File: config.mk
export PLATFORM = sky130hd
export DESIGN_NAME = status_keyword_mask_parser_unit
export DESIGN_NICKNAME = d
export VERILOG_FILES = /design/src/rtl/skmp_pkg.sv /design/src/rtl/skmp_match.sv /design/src/rtl/status_keyword_mask_parser_unit.sv
export VERILOG_INCLUDE_DIRS = /design/src /design/src/rtl
export SDC_FILE = /design/constraint.sdc
export NUM_CORES = 1
export LEC_CHECK = 0
export BUFFER_PORTS_ARGS = -buffer_cell sky130_fd_sc_hd__buf_2
export CAP_MARGIN = 20
export CORE_MARGIN = 2
export CORE_UTILIZATION = 60
export CTS_CLUSTER_DIAMETER = 80
export CTS_CLUSTER_SIZE = 14
export DETAILED_ROUTE_END_ITERATION = 12
export GPL_TIMING_DRIVEN = 0
export MAX_ROUTING_LAYER = met4
export PLACE_DENSITY = 0.8
export SETUP_SLACK_MARGIN = 0.4
export SYNTH_ARGS = -nofsm -noshare
export SYNTH_HDL_FRONTEND = slang
export SYNTH_HIERARCHICAL = 1
export SYNTH_SLANG_ARGS = --single-unit
File: constraint.sdc
create_clock -name aclk -period 3.6 [get_ports aclk]
set_input_delay 0.36 -clock aclk [delete_from_list [all_inputs] [get_ports aclk]]
set_output_delay 0.36 -clock aclk [all_outputs]
set_load 0.03 [all_outputs]
File: src/rtl/status_keyword_mask_parser_unit_macros.svh
// assertion macros shared by the status keyword mask parser rtl
// no dependencies; include guarded, empty bodies under synthesis
`ifndef STATUS_KEYWORD_MASK_PARSER_UNIT_MACROS_SVH
`define STATUS_KEYWORD_MASK_PARSER_UNIT_MACROS_SVH
`ifndef SYNTHESIS
`define SKMP_ASSERT_IMPL(label, clk, rstn, ante, cons) \
    label: assert property (@(posedge clk) disable iff (!(rstn)) (ante) |-> (cons)) \
        else $error("skmp assertion failed")
`define SKMP_ASSERT_NEXT(label, clk, rstn, ante, cons) \
    label: assert property (@(posedge clk) disable iff (!(rstn)) (ante) |=> (cons)) \
        else $error("skmp assertion failed")
`else
`define SKMP_ASSERT_IMPL(label, clk, rstn, ante, cons)
`define SKMP_ASSERT_NEXT(label, clk, rstn, ante, cons)
`endif
`endif

File: src/rtl/skmp_pkg.sv
// types, keyword table and bit positions for the status keyword mask parser
// no dependencies
package skmp_pkg;

    localparam int KW_COUNT = 15;

    localparam logic [KW_COUNT-1:0] ALL_ALIVE = '1;

    localparam int BIT_CAL     = 0;
    localparam int BIT_OL      = 3;
    localparam int BIT_OB      = 4;
    localparam int BIT_CHRG    = 10;
    localparam int BIT_DISCHRG = 11;

    localparam logic [7:0] CHAR_SPACE   = 8'h20;
    localparam logic [7:0] CHAR_LOWER_A = 8'h61;
    localparam logic [7:0] CHAR_LOWER_Z = 8'h7A;
    localparam logic [7:0] CASE_OFFSET  = 8'h20;

    // keyword text, first byte in the top byte
    localparam logic [63:0] KW_TEXT [KW_COUNT] = '{
        {"CAL",     40'h0},
        {"TRIM",    32'h0},
        {"BOOST",   24'h0},
        {"OL",      48'h0},
        {"OB",      48'h0},
        {"OVER",    32'h0},
        {"LB",      48'h0},
        {"RB",      48'h0},
        {"BYPASS",  16'h0},
        {"OFF",     40'h0},
        {"CHRG",    32'h0},
        {"DISCHRG", 8'h0},
        {"HB",      48'h0},
        {"FSD",     40'h0},
        {"ALARM",   24'h0}
    };

    localparam logic [2:0] KW_LEN [KW_COUNT] = '{
        3'd3, 3'd4, 3'd5, 3'd2, 3'd2, 3'd4, 3'd2, 3'd2,
        3'd6, 3'd3, 3'd4, 3'd7, 3'd2, 3'd3, 3'd5
    };

    typedef struct packed {
        logic [7:0] character;
        logic       char_valid;
        logic       end_of_string;
        logic       test_in_progress;
    } skmp_item_t;

    function automatic logic [7:0] kw_byte(input logic [3:0] k, input logic [2:0] p);
        logic [2:0]  q;
        logic [63:0] t;
        q = 3'd7 - p;
        t = KW_TEXT[k];
        return t[8*q +: 8];
    endfunction

endpackage

File: src/rtl/skmp_match.sv
// keyword match state and end of string mask fixup
// depends on skmp_pkg and the assertion macro header
`include "status_keyword_mask_parser_unit_macros.svh"
module skmp_match
    import skmp_pkg::*;
(
    input  logic                aclk,
    input  logic                aresetn,
    input  logic                step,
    input  skmp_item_t          item,
    output logic [KW_COUNT-1:0] result_mask
);

    logic [KW_COUNT-1:0] alive_reg, alive_next;
    logic [3:0]          pos_reg, pos_next;
    logic [KW_COUNT-1:0] acc_reg, acc_next;

    logic [7:0]          c_fold;
    logic [KW_COUNT-1:0] alive_tok;
    logic [3:0]          pos_tok;
    logic [KW_COUNT-1:0] acc_tok;
    logic [KW_COUNT-1:0] mask_pre;
    logic                kw_match;
    logic                kw_hit;

    always_comb begin
        if (item.character >= CHAR_LOWER_A && item.character <= CHAR_LOWER_Z) begin
            c_fold = item.character - CASE_OFFSET;
        end else begin
            c_fold = item.character;
        end
    end

    // one byte against every keyword in parallel
    always_comb begin
        alive_tok = alive_reg;
        pos_tok   = pos_reg;
        acc_tok   = acc_reg;
        kw_match  = 1'b0;
        kw_hit    = 1'b0;
        if (item.char_valid) begin
            if (item.character == CHAR_SPACE) begin
                alive_tok = ALL_ALIVE;
                pos_tok   = 4'd0;
            end else begin
                for (int k = 0; k < KW_COUNT; k++) begin
                    kw_match = alive_reg[k] && (pos_reg < {1'b0, KW_LEN[k]})
                               && (kw_byte(4'(k), pos_reg[2:0]) == c_fold);
                    kw_hit   = kw_match && ((pos_reg + 4'd1) == {1'b0, KW_LEN[k]});
                    alive_tok[k] = kw_match && !kw_hit;
                    if (kw_hit) begin
                        acc_tok[k] = 1'b1;
                    end
                end
                if (pos_reg != 4'hF) begin
                    pos_tok = pos_reg + 4'd1;
                end
            end
        end
    end

    always_comb begin
        mask_pre = acc_tok;
        if (item.test_in_progress) begin
            mask_pre[BIT_CAL] = 1'b1;
        end
        result_mask = mask_pre;
        if (!mask_pre[BIT_OL] && !mask_pre[BIT_OB]) begin
            if (mask_pre[BIT_CHRG] && !mask_pre[BIT_DISCHRG]) begin
                result_mask[BIT_OL] = 1'b1;
            end else if (!mask_pre[BIT_CHRG] && mask_pre[BIT_DISCHRG]) begin
                result_mask[BIT_OB] = 1'b1;
            end
        end
    end

    always_comb begin
        alive_next = alive_reg;
        pos_next   = pos_reg;
        acc_next   = acc_reg;
        if (step) begin
            if (item.end_of_string) begin
                alive_next = ALL_ALIVE;
                pos_next   = 4'd0;
                acc_next   = '0;
            end else begin
                alive_next = alive_tok;
                pos_next   = pos_tok;
                acc_next   = acc_tok;
            end
        end
    end

    always_ff @(posedge aclk) begin
        if (!aresetn) begin
            alive_reg <= ALL_ALIVE;
            pos_reg   <= 4'd0;
            acc_reg   <= '0;
        end else begin
            alive_reg <= alive_next;
            pos_reg   <= pos_next;
            acc_reg   <= acc_next;
        end
    end

    `SKMP_ASSERT_NEXT(a_end_clears, aclk, aresetn, step && item.end_of_string,
        alive_reg == ALL_ALIVE && pos_reg == 4'd0 && acc_reg == '0);
    `SKMP_ASSERT_NEXT(a_space_restarts, aclk, aresetn,
        step && item.char_valid && item.character == CHAR_SPACE,
        alive_reg == ALL_ALIVE && pos_reg == 4'd0);

endmodule

File: src/rtl/status_keyword_mask_parser_unit.sv
// Status keyword mask parser, top level.
// Input channel s_*: one beat per status text byte (s_character, s_char_valid),
// with s_end_of_string marking the last beat of a text and s_test_in_progress
// sampled on that beat. s_char_valid low with end set closes an empty text.
// Result channel m_*: one beat per text, m_status_mask with bit0 CAL up to
// bit14 ALARM; beats without end produce no result.
// Throughput: one input beat per cycle while s_ready is high. A beat lands in
// the input register, is matched combinationally against all 15 keywords and,
// on end of text, the mask is written to the output register that drives
// m_status_mask and m_valid.
// When m_ready is low with a result pending, beats without end keep flowing;
// an end beat waits in the input register and s_ready drops.
// Reset (aresetn low, synchronous) clears the valid flags of both registers and
// the keyword match state, so the next beat starts a new text.
// depends on skmp_pkg, skmp_match and the assertion macro header
`include "status_keyword_mask_parser_unit_macros.svh"
module status_keyword_mask_parser_unit
    import skmp_pkg::*;
(
    input  logic                aclk,
    input  logic                aresetn,
    input  logic                s_valid,
    output logic                s_ready,
    input  logic [7:0]          s_character,
    input  logic                s_char_valid,
    input  logic                s_end_of_string,
    input  logic                s_test_in_progress,
    output logic                m_valid,
    input  logic                m_ready,
    output logic [KW_COUNT-1:0] m_status_mask
);

    logic                in_valid_reg;
    skmp_item_t          in_item_reg;
    logic                out_valid_reg;
    logic [KW_COUNT-1:0] out_mask_reg;
    logic                fire;
    logic                out_free;
    logic [KW_COUNT-1:0] result_mask;

    assign out_free = !out_valid_reg || m_ready;
    assign fire     = in_valid_reg && (!in_item_reg.end_of_string || out_free);
    assign s_ready  = !in_valid_reg || fire;

    always_ff @(posedge aclk) begin
        if (!aresetn) begin
            in_valid_reg <= 1'b0;
        end else if (s_ready) begin
            in_valid_reg <= s_valid;
        end
    end

    always_ff @(posedge aclk) begin
        if (s_ready && s_valid) begin
            in_item_reg <= '{character:        s_character,
                             char_valid:       s_char_valid,
                             end_of_string:    s_end_of_string,
                             test_in_progress: s_test_in_progress};
        end
    end

    skmp_match u_match (
        .aclk        (aclk),
        .aresetn     (aresetn),
        .step        (fire),
        .item        (in_item_reg),
        .result_mask (result_mask)
    );

    always_ff @(posedge aclk) begin
        if (!aresetn) begin
            out_valid_reg <= 1'b0;
        end else if (fire && in_item_reg.end_of_string) begin
            out_valid_reg <= 1'b1;
        end else if (m_ready) begin
            out_valid_reg <= 1'b0;
        end
    end

    always_ff @(posedge aclk) begin
        if (fire && in_item_reg.end_of_string) begin
            out_mask_reg <= result_mask;
        end
    end

    assign m_valid       = out_valid_reg;
    assign m_status_mask = out_mask_reg;

    `SKMP_ASSERT_IMPL(a_no_overwrite, aclk, aresetn, s_valid && s_ready && in_valid_reg, fire);
    `SKMP_ASSERT_NEXT(a_held_beat, aclk, aresetn, in_valid_reg && !fire, in_valid_reg);
    `SKMP_ASSERT_IMPL(a_result_source, aclk, aresetn, $rose(out_valid_reg),
        $past(fire && in_item_reg.end_of_string));

endmodule
==> impl_metrics.env <==
export IMPL_status="complete, no violations"
export IMPL_globalRouteOverflowTotal=0
export IMPL_ys_types=65
export IMPL_drv_slew=0
export IMPL_fin_crit_ps=3040
export IMPL_worstHoldStart="s_character[4]"
export IMPL_grt_pass1_wl_um=16200
export IMPL_hold_viol_final=0
export IMPL_slew_limit_headroom_pct=54.4
export IMPL_path_cells="clkbuf_4, inv_1, clkbuf_2, ha_2, nand2_1, mux2i_4, nand2_1, nor4_4, a21oi_2, a31o_2"
export IMPL_fp_row_count=28
export IMPL_synthXorXnorAreaFrac_pct=6.80
export IMPL_cts_path_max_buffers=2
export IMPL_synth_most_common_cell="nor2_1"
export IMPL_fin_util_pct=71.5
export IMPL_avgRoutedWirePerCell_um=17.9
export IMPL_synth_fa_ha_area_share_pct=4.02
export IMPL_synth_edf_count=26
export IMPL_synth_fp_nets=451
export IMPL_synthArstFlopShare_pct=0
export IMPL_synth_top_cell_area_share_pct=20.9
export IMPL_synth_top_family_by_area="simple AND/OR/NAND/NOR gates"
export IMPL_critical_path_buf_inv_count=3
export IMPL_synth_simple_area_share_pct=21.9
export IMPL_ant_nets=0
export IMPL_period_share_pct=84.3
export IMPL_drt_total_wl_um=9860
export IMPL_grt_total_usage_pct=29.9
export IMPL_clockRootBuffer="clkbuf_8"
export IMPL_cp_top_family="simple AND/OR/NAND/NOR gates"
export IMPL_drive_above_1_share_pct=16.8
export IMPL_gp_congestion=0.995
export IMPL_syn2layout_area_growth_pct=14.0
export IMPL_leakage_uw=0.00173
export IMPL_ff2ff_path_depth=10
export IMPL_slowest_stage="dfxtp_1"
export IMPL_final_setup_tns_ps=0
export IMPL_crit_fanout=11
export IMPL_viasPerCell=6.31
export IMPL_cts_sinks=62
export IMPL_synth_area_leaders="edfxtp_1 21%, dfxtp_1 19%, xnor2_1 4.9%, a21oi_1 4.6%, nor2_1 4.5%"
export IMPL_ys_seq_area_share_pct=40.2
export IMPL_drv_cap=0
export IMPL_grt_pass1_vias=3307
export IMPL_synthMuxAreaShare_pct=0.904
export IMPL_worst_path_most_repeated_cell="nand2_1"
export IMPL_crit_path_end_kind="register"
export IMPL_hp_class="in -> reg"
export IMPL_cts_htree_levels=3
export IMPL_worst_r2r_endpoint="m_status_mask[4]$_DFFE_PP_"
export IMPL_cp_start_kind="register"
export IMPL_grt_max_degree=13
export IMPL_max_freq_ghz=0.329
export IMPL_synthTopCellsByCount="45 x nor2_1, 36 x dfxtp_1, 34 x a21oi_1, 34 x nand2_1, 26 x edfxtp_1"
export IMPL_multi_input_area_mm2=0.00203
export IMPL_num_io_pins=32
export IMPL_critPathMaxStageDelay_ps=440
export IMPL_power_density_mw_per_mm2=382
export IMPL_hold_end="in_item_reg[7]$_DFFE_PP_"
export IMPL_die_h_um=82.9
export IMPL_final_seq_area_mm2=0.00150
export IMPL_synth_avg_cell_area_um2=8.81
export IMPL_clkSlewWorstSetupHoldPaths_ps=70
export IMPL_worst_pin_slew_ps=685
export IMPL_die_x_um=82.9
export IMPL_drt_iter0_drc=409
export IMPL_synthCells=424
export IMPL_ctsHoldBuffers=0
export IMPL_ys_flop_type="dfxtp_1"
export IMPL_skew_ps=12.4
export IMPL_coreArea_mm2=0.00596
export IMPL_r2r_start="u_match/pos_reg[2]$_SDFFE_PN0P_"
export IMPL_syn_area_mm2=0.00374
export IMPL_start_util_pct=62.7
export IMPL_drtPass1Iterations=5
export IMPL_cts_buffers=9
export IMPL_die_area_mm2=0.00687
export IMPL_finalSetupViolCount=0
export IMPL_synth_area_leader_cell="edfxtp_1"
export IMPL_num_vias=3477
export IMPL_dpl_hpwl_um=7050
export IMPL_ir_drop_v=0.000340
export IMPL_cts_tree="yes"
export IMPL_hold_depth=1
export IMPL_synth_compound_area_share_pct=20.1
export IMPL_cp_arrival_ps=3130
export IMPL_holdWs_ps=194
export IMPL_ys_ff_latch=62
export IMPL_antenna_cells=0
export IMPL_r2r_slack_ps=560
export IMPL_clock_latency_ps=340
export IMPL_crit_type="reg -> reg"
export IMPL_num_fill_cells=486
export IMPL_port_buffers=31
export IMPL_drc_errors=0
export IMPL_yosysWarnings=6
export IMPL_nNetsFinal=498
export IMPL_rsz0062_at_grt="false"
export IMPL_required_ps=3700
export IMPL_antenna_found_initial=0
-- how the worst max path moves through the flow --
stage | slack [ps] | cells past startpoint | startpoint | end
after floorplan | 1040 | 10 | u_match/pos_reg[2]$_SDFFE_PN0P_ | m_status_mask[4]$_DFFE_PP_
after global placement | 370 | 10 | u_match/pos_reg[2]$_SDFFE_PN0P_ | m_status_mask[4]$_DFFE_PP_
after detailed placement | 360 | 10 | u_match/pos_reg[2]$_SDFFE_PN0P_ | m_status_mask[4]$_DFFE_PP_
after CTS | 460 | 10 | u_match/pos_reg[2]$_SDFFE_PN0P_ | m_status_mask[4]$_DFFE_PP_
after global routing | 410 | 10 | u_match/pos_reg[2]$_SDFFE_PN0P_ | m_status_mask[4]$_DFFE_PP_
final | 560 | 10 | u_match/pos_reg[2]$_SDFFE_PN0P_ | m_status_mask[4]$_DFFE_PP_
-- layout make-up --
cell class	count	area share [%]
Buffer	29	3.91
Clock buffer	11	3.08
Clock inverter	5	1.73
Inverter	18	1.59
Multi-Input combinational cell	315	47.6
Sequential cell	62	35.3
Tap cell	75	2.20
Timing Repair Buffer	36	4.64
-- metal layers --
metal / part of all wire, % / global-route usage [%]
met3: 7.4 / 7.06
met4: 2.7 / 10.6
met5: 0 / -
met1: 43 / 36.8
met2: 47 / 48.2
-- cells by family (layout without fill, tap and decap cells) --
group / count (synthesis) / in the layout
AND/OR/NAND/NOR: 155 / 155
AO/OA/AOI/OAI: 116 / 116
multiplexers: 3 / 3
buffers and inverters: 47 / 99
flip-flops: 62 / 62
adder cells (fa/ha/maj): 12 / 12
XOR/XNOR: 29 / 29
-- per-stage QoR --
step                cell area, µm²  worst slack [ps]  power [µW]  cells
floorplan                     3740              1040         929    424
global placement              3990               365         980    530
detailed placement            3990               360         986    531
CTS                           4210               457        1630    547
global route                  4260               410        1680    551
finish                        4260               564        1630    551
-- timing repair --
action                                  4_1_cts  5_1_grt
endpoints found under the setup margin        4        6
pin swaps                                     0        1
setup buffers                                 0        3
hold endpoints to repair                      0        0
gates resized for setup                       1        6
-- placed cells by master (no fill, tap or decap), types with 3 or more instances in the layout --
cell type | synthesis | final
o22ai_1 | 5 | 5
a21o_1 | 6 | 6
o21bai_1 | 4 | 4
o211ai_1 | 3 | 3
clkbuf_8 | 0 | 9
nand2_1 | 34 | 34
clkbuf_1 | 15 | 16
o21ai_0 | 22 | 22
nand2b_1 | 4 | 4
ha_1 | 12 | 11
xnor2_1 | 21 | 21
a21boi_1 | 3 | 3
nor2_1 | 45 | 45
and3_1 | 12 | 12
o21ai_1 | 5 | 5
a31o_2 | 3 | 3
nor3_1 | 7 | 7
and2_1 | 4 | 4
nor4_1 | 5 | 4
dfxtp_1 | 36 | 36
xor2_1 | 8 | 8
inv_1 | 17 | 17
a31oi_1 | 6 | 6
buf_2 | 4 | 34
edfxtp_1 | 26 | 26
nand4_1 | 10 | 10
a21oi_1 | 34 | 34
buf_6 | 4 | 4
or2_2 | 4 | 4
nor3b_1 | 3 | 3
nor2b_1 | 7 | 7
nand3_1 | 8 | 7
buf_4 | 5 | 9
-- where the power goes --
| group | leakage, µW | switching [µW] | internal [µW] |
|---|---|---|---|
| Clock | 0.000105 | 262 | 386 |
| Combinational | 0.00109 | 136 | 75.5 |
| Sequential | 0.000535 | 13.3 | 753 |
Power figures use the tool's default switching activity.
